### config.mk
export PLATFORM = sky130hd
export DESIGN_NAME = best_fit_segment_allocator_top
export DESIGN_NICKNAME = d
export VERILOG_FILES = /design/src/sv/bfsa_pkg.sv /design/src/sv/bfsa_ram.sv /design/src/sv/bfsa_mod.sv /design/src/sv/best_fit_segment_allocator_top.sv
export SDC_FILE = /design/constraint.sdc
export NUM_CORES = 2
export LEC_CHECK = 0
export BUFFER_PORTS_ARGS = -buffer_cell sky130_fd_sc_hd__buf_2
export CORE_UTILIZATION = 35
export CTS_CLUSTER_DIAMETER = 80
export DETAILED_ROUTE_END_ITERATION = 8
export SLEW_MARGIN = 40
export SYNTH_ARGS = -nofsm -noshare
export SYNTH_HDL_FRONTEND = slang
export SYNTH_SLANG_ARGS = --single-unit
### constraint.sdc
create_clock -name clock -period 6.15 [get_ports clock]
set_input_delay 1.845 -clock clock [delete_from_list [all_inputs] [get_ports clock]]
set_output_delay 1.845 -clock clock [all_outputs]
set_load 0.05 [all_outputs]
### src/sv/bfsa_pkg.sv
// ----------------------------------------------------------------------------
// bfsa_pkg
// Shared types and constants of the best-fit segment allocator.
// ----------------------------------------------------------------------------
`default_nettype none

package bfsa_pkg;

   localparam int TAG_IN_W    = 8;
   localparam int SIZE_W      = 27;
   localparam int ALIGN_W     = 17;
   localparam int OFF_W       = 26;
   localparam int REQ_TDATA_W = 56;
   localparam int RSP_TDATA_W = 32;
   localparam int GRAIN_BITS  = 3;

   typedef enum logic [1:0] {
      STAT_OK     = 2'd0,
      STAT_NO_FIT = 2'd1,
      STAT_NO_TAG = 2'd2,
      STAT_FULL   = 2'd3
   } status_type;

   typedef enum logic {
      REQ_ALLOC = 1'b0,
      REQ_FREE  = 1'b1
   } req_kind_type;

   typedef enum logic [4:0] {
      S_INIT, S_IDLE,
      S_RD0, S_LD0, S_RDN, S_LDN, S_TEST, S_MOD, S_AL, S_FIT, S_EVAL, S_ADV, S_DECIDE,
      S_FRD, S_FLD, S_FNRD, S_FNLD, S_FPLAN,
      S_MV_RD, S_MV_WR, S_WR_A, S_WR_B, S_WR_F, S_DONE
   } state_type;

endpackage

`default_nettype wire

### src/sv/bfsa_ram.sv
// ----------------------------------------------------------------------------
// bfsa_ram
// Generic single-write, single-read RAM with registered read data.
// ----------------------------------------------------------------------------
`default_nettype none

module bfsa_ram #(
   parameter int WIDTH = 8,
   parameter int DEPTH = 64
) (
   input  wire logic                     clock,
   input  wire logic                     wr_en,
   input  wire logic [$clog2(DEPTH)-1:0] wr_addr,
   input  wire logic [WIDTH-1:0]         wr_data,
   input  wire logic [$clog2(DEPTH)-1:0] rd_addr,
   output logic      [WIDTH-1:0]         rd_data
);

   logic [WIDTH-1:0] mem_ff [DEPTH];

   always_ff @(posedge clock) begin
      if (wr_en) begin
         mem_ff[wr_addr] <= wr_data;
      end
      rd_data <= mem_ff[rd_addr];
   end

endmodule

`default_nettype wire

### src/sv/bfsa_mod.sv
// ----------------------------------------------------------------------------
// bfsa_mod
// Bit-serial remainder unit: one dividend bit per cycle, restoring.
// ----------------------------------------------------------------------------
`default_nettype none

module bfsa_mod #(
   parameter int NW = 26,
   parameter int DW = 17
) (
   input  wire logic          clock,
   input  wire logic          reset,
   input  wire logic          start,
   input  wire logic [NW-1:0] dividend,
   input  wire logic [DW-1:0] divisor,
   output logic               done,
   output logic      [DW-1:0] remainder
);

   localparam int CW = $clog2(NW + 1);

   logic          busy_ff, busy_in;
   logic          done_ff, done_in;
   logic [CW-1:0] cnt_ff, cnt_in;
   logic [NW-1:0] num_ff, num_in;
   logic [DW-1:0] den_ff, den_in;
   logic [DW-1:0] rem_ff, rem_in;
   logic [DW:0]   trial;

   assign trial = {rem_ff, num_ff[NW-1]};

   always_comb begin
      busy_in = busy_ff;
      done_in = 1'b0;
      cnt_in  = cnt_ff;
      num_in  = num_ff;
      den_in  = den_ff;
      rem_in  = rem_ff;
      if (start) begin
         busy_in = 1'b1;
         cnt_in  = CW'(NW);
         num_in  = dividend;
         den_in  = divisor;
         rem_in  = '0;
      end else if (busy_ff) begin
         num_in = {num_ff[NW-2:0], 1'b0};
         if (trial >= {1'b0, den_ff}) begin
            rem_in = DW'(trial - {1'b0, den_ff});
         end else begin
            rem_in = DW'(trial);
         end
         cnt_in = cnt_ff - CW'(1);
         if (cnt_ff == CW'(1)) begin
            busy_in = 1'b0;
            done_in = 1'b1;
         end
      end
   end

   always_ff @(posedge clock) begin
      if (reset) begin
         busy_ff <= 1'b0;
         done_ff <= 1'b0;
      end else begin
         busy_ff <= busy_in;
         done_ff <= done_in;
      end
      cnt_ff <= cnt_in;
      num_ff <= num_in;
      den_ff <= den_in;
      rem_ff <= rem_in;
   end

   assign done      = done_ff;
   assign remainder = rem_ff;

endmodule

`default_nettype wire

### src/sv/best_fit_segment_allocator_top.sv
// ----------------------------------------------------------------------------
// best_fit_segment_allocator_top
// Best-fit heap allocator over an ordered segment table, with coalescing free.
// ----------------------------------------------------------------------------
// Allocate: scans all F free and U used segments, running the remainder unit on
//   each free one, then moves M entries up and writes the new segment, plus a free
//   tail if one is left. No fit or table full: the scan only, no moves or writes.
// Free: scans up to the tagged segment at position P, then moves M entries down;
//   unknown tag scans all N. The bit-serial remainder unit sets the allocate pace.
// One item at a time; the next request can be accepted in the cycle the result shows;
// reset is synchronous, after reset INIT writes table entry 0, then idle.
`default_nettype none

module best_fit_segment_allocator_top #(
   parameter int              MAX_SEGMENTS = 64,
   parameter longint unsigned HEAP_BYTES   = 67108864,
   parameter int              TAG_BITS     = 8
) (
   input  wire logic                                clock,
   input  wire logic                                reset,
   input  wire logic                                req_tvalid,
   output logic                                     req_tready,
   // block_tag[7:0], request_size[34:8], align[51:35]
   input  wire logic [bfsa_pkg::REQ_TDATA_W-1:0]    req_tdata,
   // req_type[0]
   input  wire logic                                req_tuser,
   output logic                                     rsp_tvalid,
   input  wire logic                                rsp_tready,
   // block_offset[25:0]
   output logic      [bfsa_pkg::RSP_TDATA_W-1:0]    rsp_tdata,
   // status[1:0]
   output logic      [1:0]                          rsp_tuser
);

   import bfsa_pkg::*;

   localparam int IW  = $clog2(MAX_SEGMENTS);
   localparam int CNW = $clog2(MAX_SEGMENTS + 1);
   localparam int SW  = $clog2(HEAP_BYTES);
   localparam int XW  = ((SW > 28) ? SW : 28) + 2;
   localparam int TB  = TAG_BITS;
   localparam int EW  = SW + 1 + TB;
   localparam logic [XW-1:0] HEAP_X = XW'(HEAP_BYTES);

   state_type state_ff, state_in;

   // table RAM word: {start, free, owner}
   logic          wr_en;
   logic [IW-1:0] wr_addr, rd_addr;
   logic [EW-1:0] wr_data, rd_data;
   logic [SW-1:0] rd_start;
   logic          rd_free;
   logic [TB-1:0] rd_owner;

   assign rd_owner = rd_data[TB-1:0];
   assign rd_free  = rd_data[TB];
   assign rd_start = rd_data[EW-1:TB+1];

   logic           mod_start, mod_done;
   logic [ALIGN_W-1:0] mod_rem;

   req_kind_type       kind_ff, kind_in;
   logic [TB-1:0]      tag_ff, tag_in;
   logic [SIZE_W:0]    size_ff, size_in;
   logic [ALIGN_W-1:0] a_ff, a_in;
   logic [CNW-1:0]     count_ff, count_in;
   logic [CNW-1:0]     idx_ff, idx_in;
   logic [SW-1:0]      cur_start_ff, cur_start_in;
   logic               cur_free_ff, cur_free_in;
   logic [SW-1:0]      nxt_start_ff, nxt_start_in;
   logic               nxt_free_ff, nxt_free_in;
   logic [XW-1:0]      end_ff, end_in;
   logic [XW-1:0]      al_ff, al_in;
   logic [XW-1:0]      d_ff, d_in;
   logic               ok_ff, ok_in;
   logic               found_ff, found_in;
   logic [CNW-1:0]     best_ff, best_in;
   logic [XW-1:0]      best_left_ff, best_left_in;
   logic [XW-1:0]      best_al_ff, best_al_in;
   logic               best_gap_ff, best_gap_in;
   logic               below_free_ff, below_free_in;
   logic               next_free_ff, next_free_in;
   logic               up_ff, up_in;
   logic [1:0]         k_ff, k_in;
   logic [CNW-1:0]     mv_ff, mv_in;
   logic [CNW-1:0]     lo_ff, lo_in;
   logic [CNW-1:0]     hi_ff, hi_in;
   status_type         res_status_ff, res_status_in;
   logic [OFF_W-1:0]   res_off_ff, res_off_in;
   logic               rsp_valid_ff, rsp_valid_in;
   status_type         rsp_status_ff, rsp_status_in;
   logic [OFF_W-1:0]   rsp_off_ff, rsp_off_in;

   logic               req_accept;
   logic [CNW-1:0]     idx_nx, ua;
   logic               has_next, mv_cont, fit, tail, full, out_free;
   logic [XW-1:0]      left;
   logic [1:0]         need;
   logic [SIZE_W:0]    size_round;

   assign req_tready = (state_ff == S_IDLE);
   assign req_accept = req_tvalid && req_tready;
   assign idx_nx     = idx_ff + CNW'(1);
   assign has_next   = idx_nx < count_ff;
   assign mv_cont    = up_ff ? (mv_ff >= lo_ff) : (mv_ff < hi_ff);
   assign fit        = ok_ff && (d_ff >= XW'(size_ff));
   assign left       = d_ff - XW'(size_ff);
   assign tail       = (best_left_ff != '0);
   assign need       = {1'b0, best_gap_ff} + {1'b0, tail};
   assign full       = ({1'b0, count_ff} + (CNW+1)'(need)) > (CNW+1)'(MAX_SEGMENTS);
   assign ua         = best_ff + CNW'(best_gap_ff);
   assign out_free   = !rsp_valid_ff || rsp_tready;
   assign size_round = ({1'b0, req_tdata[34:8]} + (SIZE_W+1)'(7)) &
                       ~(SIZE_W+1)'(7);

   bfsa_ram #(.WIDTH(EW), .DEPTH(MAX_SEGMENTS)) u_table (
      .clock   (clock),
      .wr_en   (wr_en),
      .wr_addr (wr_addr),
      .wr_data (wr_data),
      .rd_addr (rd_addr),
      .rd_data (rd_data)
   );

   bfsa_mod #(.NW(SW), .DW(ALIGN_W)) u_mod (
      .clock     (clock),
      .reset     (reset),
      .start     (mod_start),
      .dividend  (cur_start_ff),
      .divisor   (a_ff),
      .done      (mod_done),
      .remainder (mod_rem)
   );

   // next state
   always_comb begin
      state_in = state_ff;
      case (state_ff)
         S_INIT:   state_in = S_IDLE;
         S_IDLE: begin
            if (req_accept) begin
               state_in = (req_tuser == REQ_FREE) ? S_FRD : S_RD0;
            end
         end
         S_RD0:    state_in = S_LD0;
         S_LD0:    state_in = S_RDN;
         S_RDN:    state_in = has_next ? S_LDN : S_TEST;
         S_LDN:    state_in = S_TEST;
         S_TEST:   state_in = cur_free_ff ? S_MOD : S_ADV;
         S_MOD:    state_in = mod_done ? S_AL : S_MOD;
         S_AL:     state_in = S_FIT;
         S_FIT:    state_in = S_EVAL;
         S_EVAL:   state_in = S_ADV;
         S_ADV:    state_in = has_next ? S_RDN : S_DECIDE;
         S_DECIDE: state_in = (!found_ff || full) ? S_DONE : S_MV_RD;
         S_FRD:    state_in = (idx_ff < count_ff) ? S_FLD : S_DONE;
         S_FLD: begin
            if (!rd_free && rd_owner == tag_ff) begin
               state_in = S_FNRD;
            end else begin
               state_in = S_FRD;
            end
         end
         S_FNRD:   state_in = has_next ? S_FNLD : S_FPLAN;
         S_FNLD:   state_in = S_FPLAN;
         S_FPLAN:  state_in = S_MV_RD;
         S_MV_RD: begin
            if (mv_cont) begin
               state_in = S_MV_WR;
            end else if (kind_ff == REQ_ALLOC) begin
               state_in = S_WR_A;
            end else begin
               state_in = below_free_ff ? S_DONE : S_WR_F;
            end
         end
         S_MV_WR:  state_in = S_MV_RD;
         S_WR_A:   state_in = tail ? S_WR_B : S_DONE;
         S_WR_B:   state_in = S_DONE;
         S_WR_F:   state_in = S_DONE;
         S_DONE:   state_in = out_free ? S_IDLE : S_DONE;
         default:  state_in = S_IDLE;
      endcase
   end

   // datapath and table control
   always_comb begin
      wr_en         = 1'b0;
      wr_addr       = '0;
      wr_data       = '0;
      rd_addr       = '0;
      mod_start     = 1'b0;
      kind_in       = kind_ff;
      tag_in        = tag_ff;
      size_in       = size_ff;
      a_in          = a_ff;
      count_in      = count_ff;
      idx_in        = idx_ff;
      cur_start_in  = cur_start_ff;
      cur_free_in   = cur_free_ff;
      nxt_start_in  = nxt_start_ff;
      nxt_free_in   = nxt_free_ff;
      end_in        = end_ff;
      al_in         = al_ff;
      d_in          = d_ff;
      ok_in         = ok_ff;
      found_in      = found_ff;
      best_in       = best_ff;
      best_left_in  = best_left_ff;
      best_al_in    = best_al_ff;
      best_gap_in   = best_gap_ff;
      below_free_in = below_free_ff;
      next_free_in  = next_free_ff;
      up_in         = up_ff;
      k_in          = k_ff;
      mv_in         = mv_ff;
      lo_in         = lo_ff;
      hi_in         = hi_ff;
      res_status_in = res_status_ff;
      res_off_in    = res_off_ff;
      rsp_valid_in  = rsp_valid_ff && !rsp_tready;
      rsp_status_in = rsp_status_ff;
      rsp_off_in    = rsp_off_ff;
      case (state_ff)
         S_INIT: begin
            wr_en   = 1'b1;
            wr_addr = '0;
            wr_data = {SW'(0), 1'b1, TB'(0)};
         end
         S_IDLE: begin
            if (req_accept) begin
               kind_in       = req_kind_type'(req_tuser);
               tag_in        = TB'(req_tdata[7:0]);
               size_in       = (size_round == '0) ? (SIZE_W+1)'(1 << GRAIN_BITS) : size_round;
               a_in          = (req_tdata[51:35] == '0) ? ALIGN_W'(1) : req_tdata[51:35];
               idx_in        = '0;
               found_in      = 1'b0;
               below_free_in = 1'b0;
               next_free_in  = 1'b0;
            end
         end
         S_RD0:   rd_addr = '0;
         S_LD0: begin
            cur_start_in = rd_start;
            cur_free_in  = rd_free;
         end
         S_RDN: begin
            rd_addr = idx_nx[IW-1:0];
            if (!has_next) begin
               end_in = HEAP_X;
            end
         end
         S_LDN: begin
            nxt_start_in = rd_start;
            nxt_free_in  = rd_free;
            end_in       = XW'(rd_start);
         end
         S_TEST:  mod_start = cur_free_ff;
         S_AL: begin
            al_in = XW'(cur_start_ff) +
                    ((mod_rem != '0) ? (XW'(a_ff) - XW'(mod_rem)) : XW'(0));
         end
         S_FIT: begin
            ok_in = al_ff <= end_ff;
            d_in  = end_ff - al_ff;
         end
         S_EVAL: begin
            if (fit && (!found_ff || left < best_left_ff)) begin
               found_in     = 1'b1;
               best_in      = idx_ff;
               best_left_in = left;
               best_al_in   = al_ff;
               best_gap_in  = al_ff != XW'(cur_start_ff);
            end
         end
         S_ADV: begin
            if (has_next) begin
               cur_start_in = nxt_start_ff;
               cur_free_in  = nxt_free_ff;
               idx_in       = idx_nx;
            end
         end
         S_DECIDE: begin
            res_off_in = '0;
            if (!found_ff) begin
               res_status_in = STAT_NO_FIT;
            end else if (full) begin
               res_status_in = STAT_FULL;
            end else begin
               res_status_in = STAT_OK;
               res_off_in    = OFF_W'(best_al_ff);
               up_in         = 1'b1;
               k_in          = need;
               mv_in         = count_ff - CNW'(1);
               lo_in         = best_ff + CNW'(1);
               count_in      = count_ff + CNW'(need);
            end
         end
         S_FRD: begin
            rd_addr = idx_ff[IW-1:0];
            if (idx_ff >= count_ff) begin
               res_status_in = STAT_NO_TAG;
               res_off_in    = '0;
            end
         end
         S_FLD: begin
            if (!rd_free && rd_owner == tag_ff) begin
               cur_start_in  = rd_start;
               res_status_in = STAT_OK;
               res_off_in    = OFF_W'(rd_start);
            end else begin
               below_free_in = rd_free;
               idx_in        = idx_nx;
            end
         end
         S_FNRD:  rd_addr = idx_nx[IW-1:0];
         S_FNLD:  next_free_in = rd_free;
         S_FPLAN: begin
            up_in    = 1'b0;
            k_in     = {1'b0, below_free_ff} + {1'b0, next_free_ff};
            mv_in    = idx_nx + CNW'(next_free_ff);
            hi_in    = count_ff;
            count_in = count_ff - CNW'({1'b0, below_free_ff} + {1'b0, next_free_ff});
         end
         S_MV_RD: rd_addr = mv_ff[IW-1:0];
         S_MV_WR: begin
            // inserts move entries up from the top, erases move them down from the bottom
            wr_en   = 1'b1;
            wr_data = rd_data;
            if (up_ff) begin
               wr_addr = IW'(mv_ff + CNW'(k_ff));
               mv_in   = mv_ff - CNW'(1);
            end else begin
               wr_addr = IW'(mv_ff - CNW'(k_ff));
               mv_in   = mv_ff + CNW'(1);
            end
         end
         S_WR_A: begin
            wr_en   = 1'b1;
            wr_addr = ua[IW-1:0];
            wr_data = {SW'(best_al_ff), 1'b0, tag_ff};
         end
         S_WR_B: begin
            wr_en   = 1'b1;
            wr_addr = IW'(ua + CNW'(1));
            wr_data = {SW'(best_al_ff + XW'(size_ff)), 1'b1, TB'(0)};
         end
         S_WR_F: begin
            wr_en   = 1'b1;
            wr_addr = idx_ff[IW-1:0];
            wr_data = {cur_start_ff, 1'b1, TB'(0)};
         end
         S_DONE: begin
            if (out_free) begin
               rsp_valid_in  = 1'b1;
               rsp_status_in = res_status_ff;
               rsp_off_in    = res_off_ff;
            end
         end
         default: ;
      endcase
   end

   always_ff @(posedge clock) begin
      if (reset) begin
         state_ff     <= S_INIT;
         count_ff     <= CNW'(1);
         rsp_valid_ff <= 1'b0;
      end else begin
         state_ff     <= state_in;
         count_ff     <= count_in;
         rsp_valid_ff <= rsp_valid_in;
      end
      kind_ff       <= kind_in;
      tag_ff        <= tag_in;
      size_ff       <= size_in;
      a_ff          <= a_in;
      idx_ff        <= idx_in;
      cur_start_ff  <= cur_start_in;
      cur_free_ff   <= cur_free_in;
      nxt_start_ff  <= nxt_start_in;
      nxt_free_ff   <= nxt_free_in;
      end_ff        <= end_in;
      al_ff         <= al_in;
      d_ff          <= d_in;
      ok_ff         <= ok_in;
      found_ff      <= found_in;
      best_ff       <= best_in;
      best_left_ff  <= best_left_in;
      best_al_ff    <= best_al_in;
      best_gap_ff   <= best_gap_in;
      below_free_ff <= below_free_in;
      next_free_ff  <= next_free_in;
      up_ff         <= up_in;
      k_ff          <= k_in;
      mv_ff         <= mv_in;
      lo_ff         <= lo_in;
      hi_ff         <= hi_in;
      res_status_ff <= res_status_in;
      res_off_ff    <= res_off_in;
      rsp_status_ff <= rsp_status_in;
      rsp_off_ff    <= rsp_off_in;
   end

   assign rsp_tvalid = rsp_valid_ff;
   assign rsp_tdata  = RSP_TDATA_W'(rsp_off_ff);
   assign rsp_tuser  = rsp_status_ff;

`ifndef SYNTHESIS
   a_count_range: assert property (@(posedge clock) disable iff (reset)
      (count_ff != '0) && (count_ff <= CNW'(MAX_SEGMENTS)))
      else $error("segment count out of range");

   a_err_offset: assert property (@(posedge clock) disable iff (reset)
      (rsp_valid_ff && rsp_status_ff != STAT_OK) |-> (rsp_off_ff == '0))
      else $error("error result with nonzero offset");

   a_mod_phase: assert property (@(posedge clock) disable iff (reset)
      mod_done |-> (state_ff == S_MOD))
      else $error("remainder finished outside the fit scan");
`endif

endmodule

`default_nettype wire
==> Word-level counts from Yosys, hierarchy flattened <==
Memories as Yosys holds them, arrays and structs flattened. A register that Yosys moved wholly into a read port is not among the register bits.
Index checks and enable logic that the tools add are counted.
{ "word_totals": {"register_bits": 433, "in_bits": 61, "memories": 1, "output_inout_bits": 36, "wordCells": 232, "ramBits": 2240} }
{ "memory_table": {"columns": ["memory", "depth", "width", "rd", "rd_ports_with_merged_regs", "wr", "line_no", "rtl"], "rows": [
  ["u_table.mem_ff", 64, 35, 1, 1, 1, "bfsa_ram.sv:19", "logic [WIDTH-1:0] mem_ff [DEPTH];"]
]} }
{ "op_classes": {"n_addsub": 24, "muxes": 74, "n_bitwise": 2, "n_eq_ne": 35, "magnitude_cmp": 10, "n_reduce_logical": 47} }
{ "ops": {"columns": ["operator", "count"], "rows": [
  ["26-bit 2-to-1 mux", 7],
  ["35-bit case mux with 5 select lines", 1],
  ["26-bit case mux with 3 select lines", 2],
  ["5-bit case mux with 21 select lines", 1],
  ["30-bit 2-to-1 mux", 2],
  ["30-bit case mux with 2 select lines", 1],
  ["7-bit 2-to-1 mux", 8],
  ["7-bit case mux with 3 select lines", 2],
  ["5-bit by 4-bit == test with 1-bit output, second input constant", 8],
  ["5-bit == test, second input constant", 8],
  ["26-bit by 30-bit adder with 30-bit output", 1],
  ["30-bit by 28-bit greater-or-equal comparator with 1-bit output", 1],
  ["30-bit <= comparator", 1],
  ["30-bit < comparator", 1],
  ["30-bit by 26-bit inequality test with 1-bit output", 1],
  ["30-bit nonzero test", 1],
  ["30-bit by 28-bit subtractor with 30-bit output", 1],
  ["30-bit subtractor", 1],
  ["27-bit by 3-bit adder with 28-bit output, second input constant", 1],
  ["28-bit zero test", 1],
  ["26-bit adder", 1],
  ["6-bit case mux with 4 select lines", 1],
  ["7-bit by 1-bit adder with 7-bit output, second input constant", 3],
  ["7-bit < comparator", 3],
  ["49 further kinds", 134]
]} }

==> Logic depth before layout (Yosys ltp) <==
{ "depth": {"depth_word": 7, "depth_mapped": 22, "mapped_depth_nobuf": 22} }

==> Hierarchy <==
A second synthesis with hierarchy kept.
{ "hier_totals": {"hier_cells": 6338, "area_unflattened_um2": 112745.6} }
{ "by_module_without_submodules": {"columns": ["module", "area_per_inst_um2", "seq_area_each_um2", "instances", "cells_each"], "rows": [
  ["bfsa_ram", 86133.9, 67965.2, 1, 3836],
  ["best_fit_segment_allocator_top", 23017.1, 10680.2, 1, 2176],
  ["bfsa_mod", 3594.7, 1771.7, 1, 326]
]} }

==> Least setup slack after synthesis <==
Ideal clock, no wire load.
{ "synth_path": {"path_type": "flip-flop to flip-flop", "from": "register size_ff[3]", "to": "register found_ff (enable)", "path_buffers": 0, "arrival_time_ns": 5.445, "slack_ns": 0.409, "period_less_slack_ns": 5.741, "setup_ns": 0.297, "required_time_ns": 5.853, "stages_incl_launch_ff": 22, "cell_sequence": "edfxtp_1 -> ha_1 -> fa_1 -> nor2b_1 -> o31a_1 -> o2111a_1 -> o21ai_0 -> a21oi_1 -> a21oi_1 -> a21oi_1 -> a21oi_1 -> xnor2_1 -> ha_1 -> nand2_1 -> nor4_1 -> a2111oi_0 -> o21ai_0 -> a21oi_1 -> o21bai_1 -> a211oi_1 -> o21a_1 -> or2_2"} }
{ "synth_via": {"elab_chain_cells": 6, "elab_cells_between_ends": 8, "cone_classes": "add/sub: 1; order compare: 2; eq/ne: 1; reduce/logical: 4"} }
{ "synth_rtl": {"columns": ["item", "line_no", "rtl"], "rows": [
  ["start: declaration", "best_fit_segment_allocator_top.sv:64", "logic [SIZE_W:0] size_ff, size_in;"],
  ["start signal: assignment", "best_fit_segment_allocator_top.sv:375", "size_ff <= size_in;"],
  ["30-bit by 28-bit subtractor with 30-bit output", "best_fit_segment_allocator_top.sv:107", "assign left = d_ff - XW'(size_ff);"],
  ["named net left[27]", "best_fit_segment_allocator_top.sv:97", "logic [XW-1:0] left;"],
  ["30-bit < comparator", "best_fit_segment_allocator_top.sv:267", "if (fit && (!found_ff || left < best_left_ff)) begin"],
  ["1-bit logical OR", "best_fit_segment_allocator_top.sv:267", null],
  ["1-bit logical AND", "best_fit_segment_allocator_top.sv:267", null],
  ["2-bit inequality test (no line)", null, null],
  ["3-bit AND reduction (no line)", null, null],
  ["end signal: assignment", "best_fit_segment_allocator_top.sv:386", "found_ff <= found_in;"],
  ["end: declaration", "best_fit_segment_allocator_top.sv:76", "logic found_ff, found_in;"]
]} }
The timed path passes the listed nets, and every way through them passes these cells.
A chain may end at the register's enable or synchronous reset.

==> Final worst setup path <==
{ "layout_path": {"from": "register u_mod.rem_ff[1] (netlist: u_mod.remainder[1])", "to": "register al_ff[27], data pin"} }
{ "layout_via": {"elab_chain_cells": 3, "elab_cells_between_ends": 4, "cone_classes": "add/sub: 2; mux: 1; reduce/logical: 1"} }
{ "layout_rtl": {"columns": ["item", "line_no", "rtl"], "rows": [
  ["start: declaration", "bfsa_mod.sv:27", "logic [DW-1:0] rem_ff, rem_in;"],
  ["start signal: assignment", "bfsa_mod.sv:71", "rem_ff <= rem_in;"],
  ["17-bit by 17-bit subtractor with 18-bit output or 17-bit nonzero test (tied branches)", "best_fit_segment_allocator_top.sv:260", "((mod_rem != '0) ? (XW'(a_ff) - XW'(mod_rem)) : XW'(0));"],
  ["30-bit 2-to-1 mux (*)", "best_fit_segment_allocator_top.sv:260", null],
  ["26-bit by 30-bit adder with 30-bit output (*)", "best_fit_segment_allocator_top.sv:259", "al_in = XW'(cur_start_ff) +"],
  ["end signal: assignment", "best_fit_segment_allocator_top.sv:383", "al_ff <= al_in;"],
  ["end: declaration", "best_fit_segment_allocator_top.sv:73", "logic [XW-1:0] al_ff, al_in;"]
]} }
Every way passes the cells marked *; elsewhere a longest branch is shown, timed or not.

==> impl_metrics.py <==
metrics = {
    "route": {
        "drt_iter0_markers": 9783,
        "avgViaCountPerCell": 5.59,
        "first_pass_iters": 8,
        "drc": 0,
        "finalWirelength_mm": 362,
        "wl_per_cell_um": 26.1,
        "ant_nets": 0,
        "num_vias": 77654,
    },
    "floorplanning": {
        "die_y_um": 575,
        "rows": 210,
        "die_area_um2": 331000,
        "ios": 97,
        "die_w_um": 575,
        "start_util": 0.352,
        "core_area_um2": 327000,
    },
    "global_routing": {
        "grt_max_degree": 160,
        "grtUsageTotal": 0.212,
        "antenna_found_initial": 9,
        "grt_pass1_wl_mm": 516,
        "grt_pass1_vias": 72871,
        "grt_overflow": 0,
    },
    "worst_setup_path": {
        "rrSetupSlack_ns": 0.46,
        "endpoint_kind": "register",
        "critPathLaunch": "u_mod.remainder[1]",
        "critPathLaunchType": "register",
        "critPathArrivalTime_ns": 6.32,
        "reg2reg_depth": 22,
        "crit_chain": "inv_1 -> ha_1 -> nor2b_1 -> o31a_1 -> o21ai_0 -> o21ai_0 -> a41o_1 -> o41ai_1 -> buf_4 -> o21bai_1 -> a21oi_1 -> mux2_2 -> ha_1 -> o21a_1 -> a211oi_1 -> o2111ai_1 -> a2111oi_0 -> buf_4 -> o31ai_1 -> a21o_1 -> a21oi_1 -> xnor2_1",
        "critPathMaxStageDelay_ns": 0.48,
        "worstPathMaxFanout": 6,
        "path_depth": 22,
        "crit_end": "al_ff[27]",
        "reg2reg_to": "al_ff[27]",
        "worst-setup-path-type": "reg -> reg",
        "worstReg2RegStart": "u_mod.remainder[1]",
        "crit_buf_inv": 3,
        "path_delay_family": "compound AO/OA/AOI/OAI gates",
        "slowest_stage": "a2111oi_0",
        "worstPathRequired_ns": 6.78,
    },
    "cells_and_area": {
        "syn_to_final_growth_pct": 15.0,
        "fillers": 30044,
        "layout-drive-gt1-share": 0.113,
        "final_area_um2": 132000,
        "fin_cells": 13900,
        "finalNetCount": 9603,
        "postLayoutCoreUtil": 0.405,
    },
    "sta": {
        "skew_ns": 0.0453,
        "relSlewSlack": 0.337,
        "layout_min_cycle_time_ns": 5.69,
        "setup_violations": 0,
        "post-route-period-util": 0.926,
        "max_freq_mhz": 176,
        "setup_tns_ns": 0,
        "final-hold-violation-count": 0,
        "tightest_slew_ns": 0.995,
        "drv_slew": 0,
        "rsz0062_at_grt": "no",
    },
    "logic_synthesis": {
        "ys_types": 94,
        "synth_seq_area_share": 0.699,
        "syn-cell-area_um2": 115000,
        "yosysWarnings": 0,
        "synth-edff-count": 2630,
        "ys_ff_latch": 2702,
        "synthArstFlopShare": 0,
        "avgSynthCellArea_um2": 12.6,
        "ys.flop_type": "edfxtp_1",
        "syn_inst": 9101,
    },
    "clock_network": {
        "insertion_delay_ns": 0.92,
        "cts_hold_buf": 0,
        "clock_path_buffers": 4,
        "clkTransAtPathRegs_ns": 0.06,
        "root_buffer": "clkbuf_16",
        "cts_tree": "done",
        "cts_num_sinks": 2702,
        "cts.repair.resized": 0,
        "numCtsBuffers": 293,
        "htreeDepth": 5,
        "cts_setup_buffers": 0,
    },
    "place": {
        "dpl.hpwl_mm": 221,
        "portBuffers": 86,
        "dpl.cell_count": 13365,
        "place_congestion": 0.900,
        "postPlaceCellArea_um2": 123000,
    },
    "min_path": {
        "min_path_type": "reg -> reg",
    },
    "power_and_ir_drop": {
        "leakage_nw": 45.0,
        "ir_drop_mv": 0.198,
        "power_density_nw_per_um2": 304,
    },
    "run_status": {
        "outcome": "completed",
    },
    "flow_run": {
        "maxCapViolations": 0,
    },
}
## registers in the layout (all words and copies together) (netlist names), 17 cells and up
name,count
u_table.mem_ff,2240
u_table.rd_data,35
al_ff,30
best_left_ff,30
d_ff,30
end_ff,27
best_al_ff,26
cur_start_ff,26
nxt_start_ff,26
res_off_ff,26
rsp_off_ff,26
u_mod.num_ff,26
size_ff,25
a_ff,17
u_mod.den_ff,17
u_mod.remainder,17
## cell usage after synthesis, types with 116 or more instances
| cell | instances | share of area |
|---|---|---|
| nand2_1 | 2288 | 0.075 |
| nand3_1 | 1069 | 0.046 |
| a21oi_1 | 207 | 0.0090 |
| a31oi_1 | 116 | 0.0063 |
| nor2_1 | 243 | 0.0079 |
| buf_2 | 240 | 0.010 |
| clkbuf_1 | 152 | 0.0050 |
| edfxtp_1 | 2630 | 0.69 |
| ha_1 | 218 | 0.024 |
| and3_1 | 190 | 0.010 |
| inv_1 | 213 | 0.0069 |
| xnor2_1 | 127 | 0.0097 |
| o21ai_0 | 136 | 0.0059 |
## final cells by class
| class | count | area [µm²] | share of cell area |
|---|---|---|---|
| Timing Repair Buffer | 403 | 3680 | 0.0278 |
| Clock inverter | 149 | 1420 | 0.0108 |
| Clock buffer | 378 | 7930 | 0.0599 |
| Tap cell | 4346 | 5440 | 0.0411 |
| Antenna cell | 8 | 20.0 | 0.000151 |
| Sequential cell | 2702 | 80400 | 0.607 |
| Inverter | 214 | 808 | 0.00610 |
| Multi-Input combinational cell | 5700 | 32700 | 0.247 |
## worst reg2reg max path: cells and delay by family, from the launching register on
kind,cells,cell delay (ns)
xor+xnor,1,0.11
buf+inv,3,0.49
compound gates,14,3.27
fa+ha+maj,2,0.66
mux,1,0.35
simple gates,1,0.14
flops,1,0.43
## stage by stage
step           power, mW  hold WS, ns  worst slack, ns
3_3_place_gp        23.2        0.404            0.438
3_5_place_dp        23.2        0.405            0.440
4_1_cts             40.4        0.412            0.422
6_report            40.2        0.413            0.458
2_1_floorplan       22.3        0.400            0.409
5_1_grt             41.3        0.424           0.0508
## cell usage in the layout, fill, tap and decap left out, types with 58 or more instances in the layout
| cell type | n |
|---|---|
| a21o_1 | 58 |
| a21oi_1 | 206 |
| a311oi_1 | 92 |
| a31oi_1 | 116 |
| and3_1 | 189 |
| buf_12 | 58 |
| buf_2 | 86 |
| buf_4 | 237 |
| clkbuf_1 | 64 |
| clkbuf_16 | 299 |
| dfxtp_1 | 71 |
| edfxtp_1 | 2630 |
| ha_1 | 218 |
| inv_1 | 210 |
| nand2_1 | 2280 |
| nand3_1 | 1067 |
| nand4_1 | 79 |
| nor2_1 | 164 |
| nor2_4 | 77 |
| o21ai_0 | 113 |
| xnor2_1 | 127 |
| xor2_1 | 77 |
## kinds of logic (layout without fill, tap and decap cells)
kind of cell / Yosys count / after routing / synth area share
flip-flops: 2702 / 2702 / 0.699
AND/OR/NAND/NOR: 4161 / 4161 / 0.160
adder cells (fa/ha/maj): 228 / 228 / 0.0254
buffers and inverters: 704 / 1144 / 0.0262
AO/OA/AOI/OAI: 993 / 993 / 0.0602
multiplexers: 106 / 106 / 0.0135
XOR/XNOR: 206 / 206 / 0.0158
other: 1 / 14 / 0.0000326
## routing by layer
| metal | vias up | global-route usage | part of all wire |
|---|---|---|---|
| met5 | - | 0.000717 | 0.00013 |
| met4 | 4 | 0.0761 | 0.036 |
| met3 | 611 | 0.0410 | 0.10 |
| met2 | 4098 | 0.340 | 0.46 |
| met1 | 38936 | 0.287 | 0.40 |
| li1 | 34005 | - | - |
## worst min-delay path by stage
stage                    from             end  slack [ns]  depth (start not counted)
2_1_floorplan   res_off_ff[0]   rsp_off_ff[0]        0.40                          0
3_3_place_gp   res_off_ff[13]  rsp_off_ff[13]        0.40                          0
3_5_place_dp   res_off_ff[14]  rsp_off_ff[14]        0.40                          0
4_1_cts        res_off_ff[14]  rsp_off_ff[14]        0.41                          0
5_1_grt        res_off_ff[16]  rsp_off_ff[16]        0.42                          0
6_report       res_off_ff[14]  rsp_off_ff[14]        0.41                          0
## power breakdown
part	switching, mW	leakage (nW)	total (mW)	internal, mW
registers	0.233	20.2	20.4	20.2
logic	1.57	20.3	2.46	0.885
clock network	7.33	4.58	17.3	10.0
total	9.14	45.0	40.2	31.1
Power figures use the tool's default switching activity.
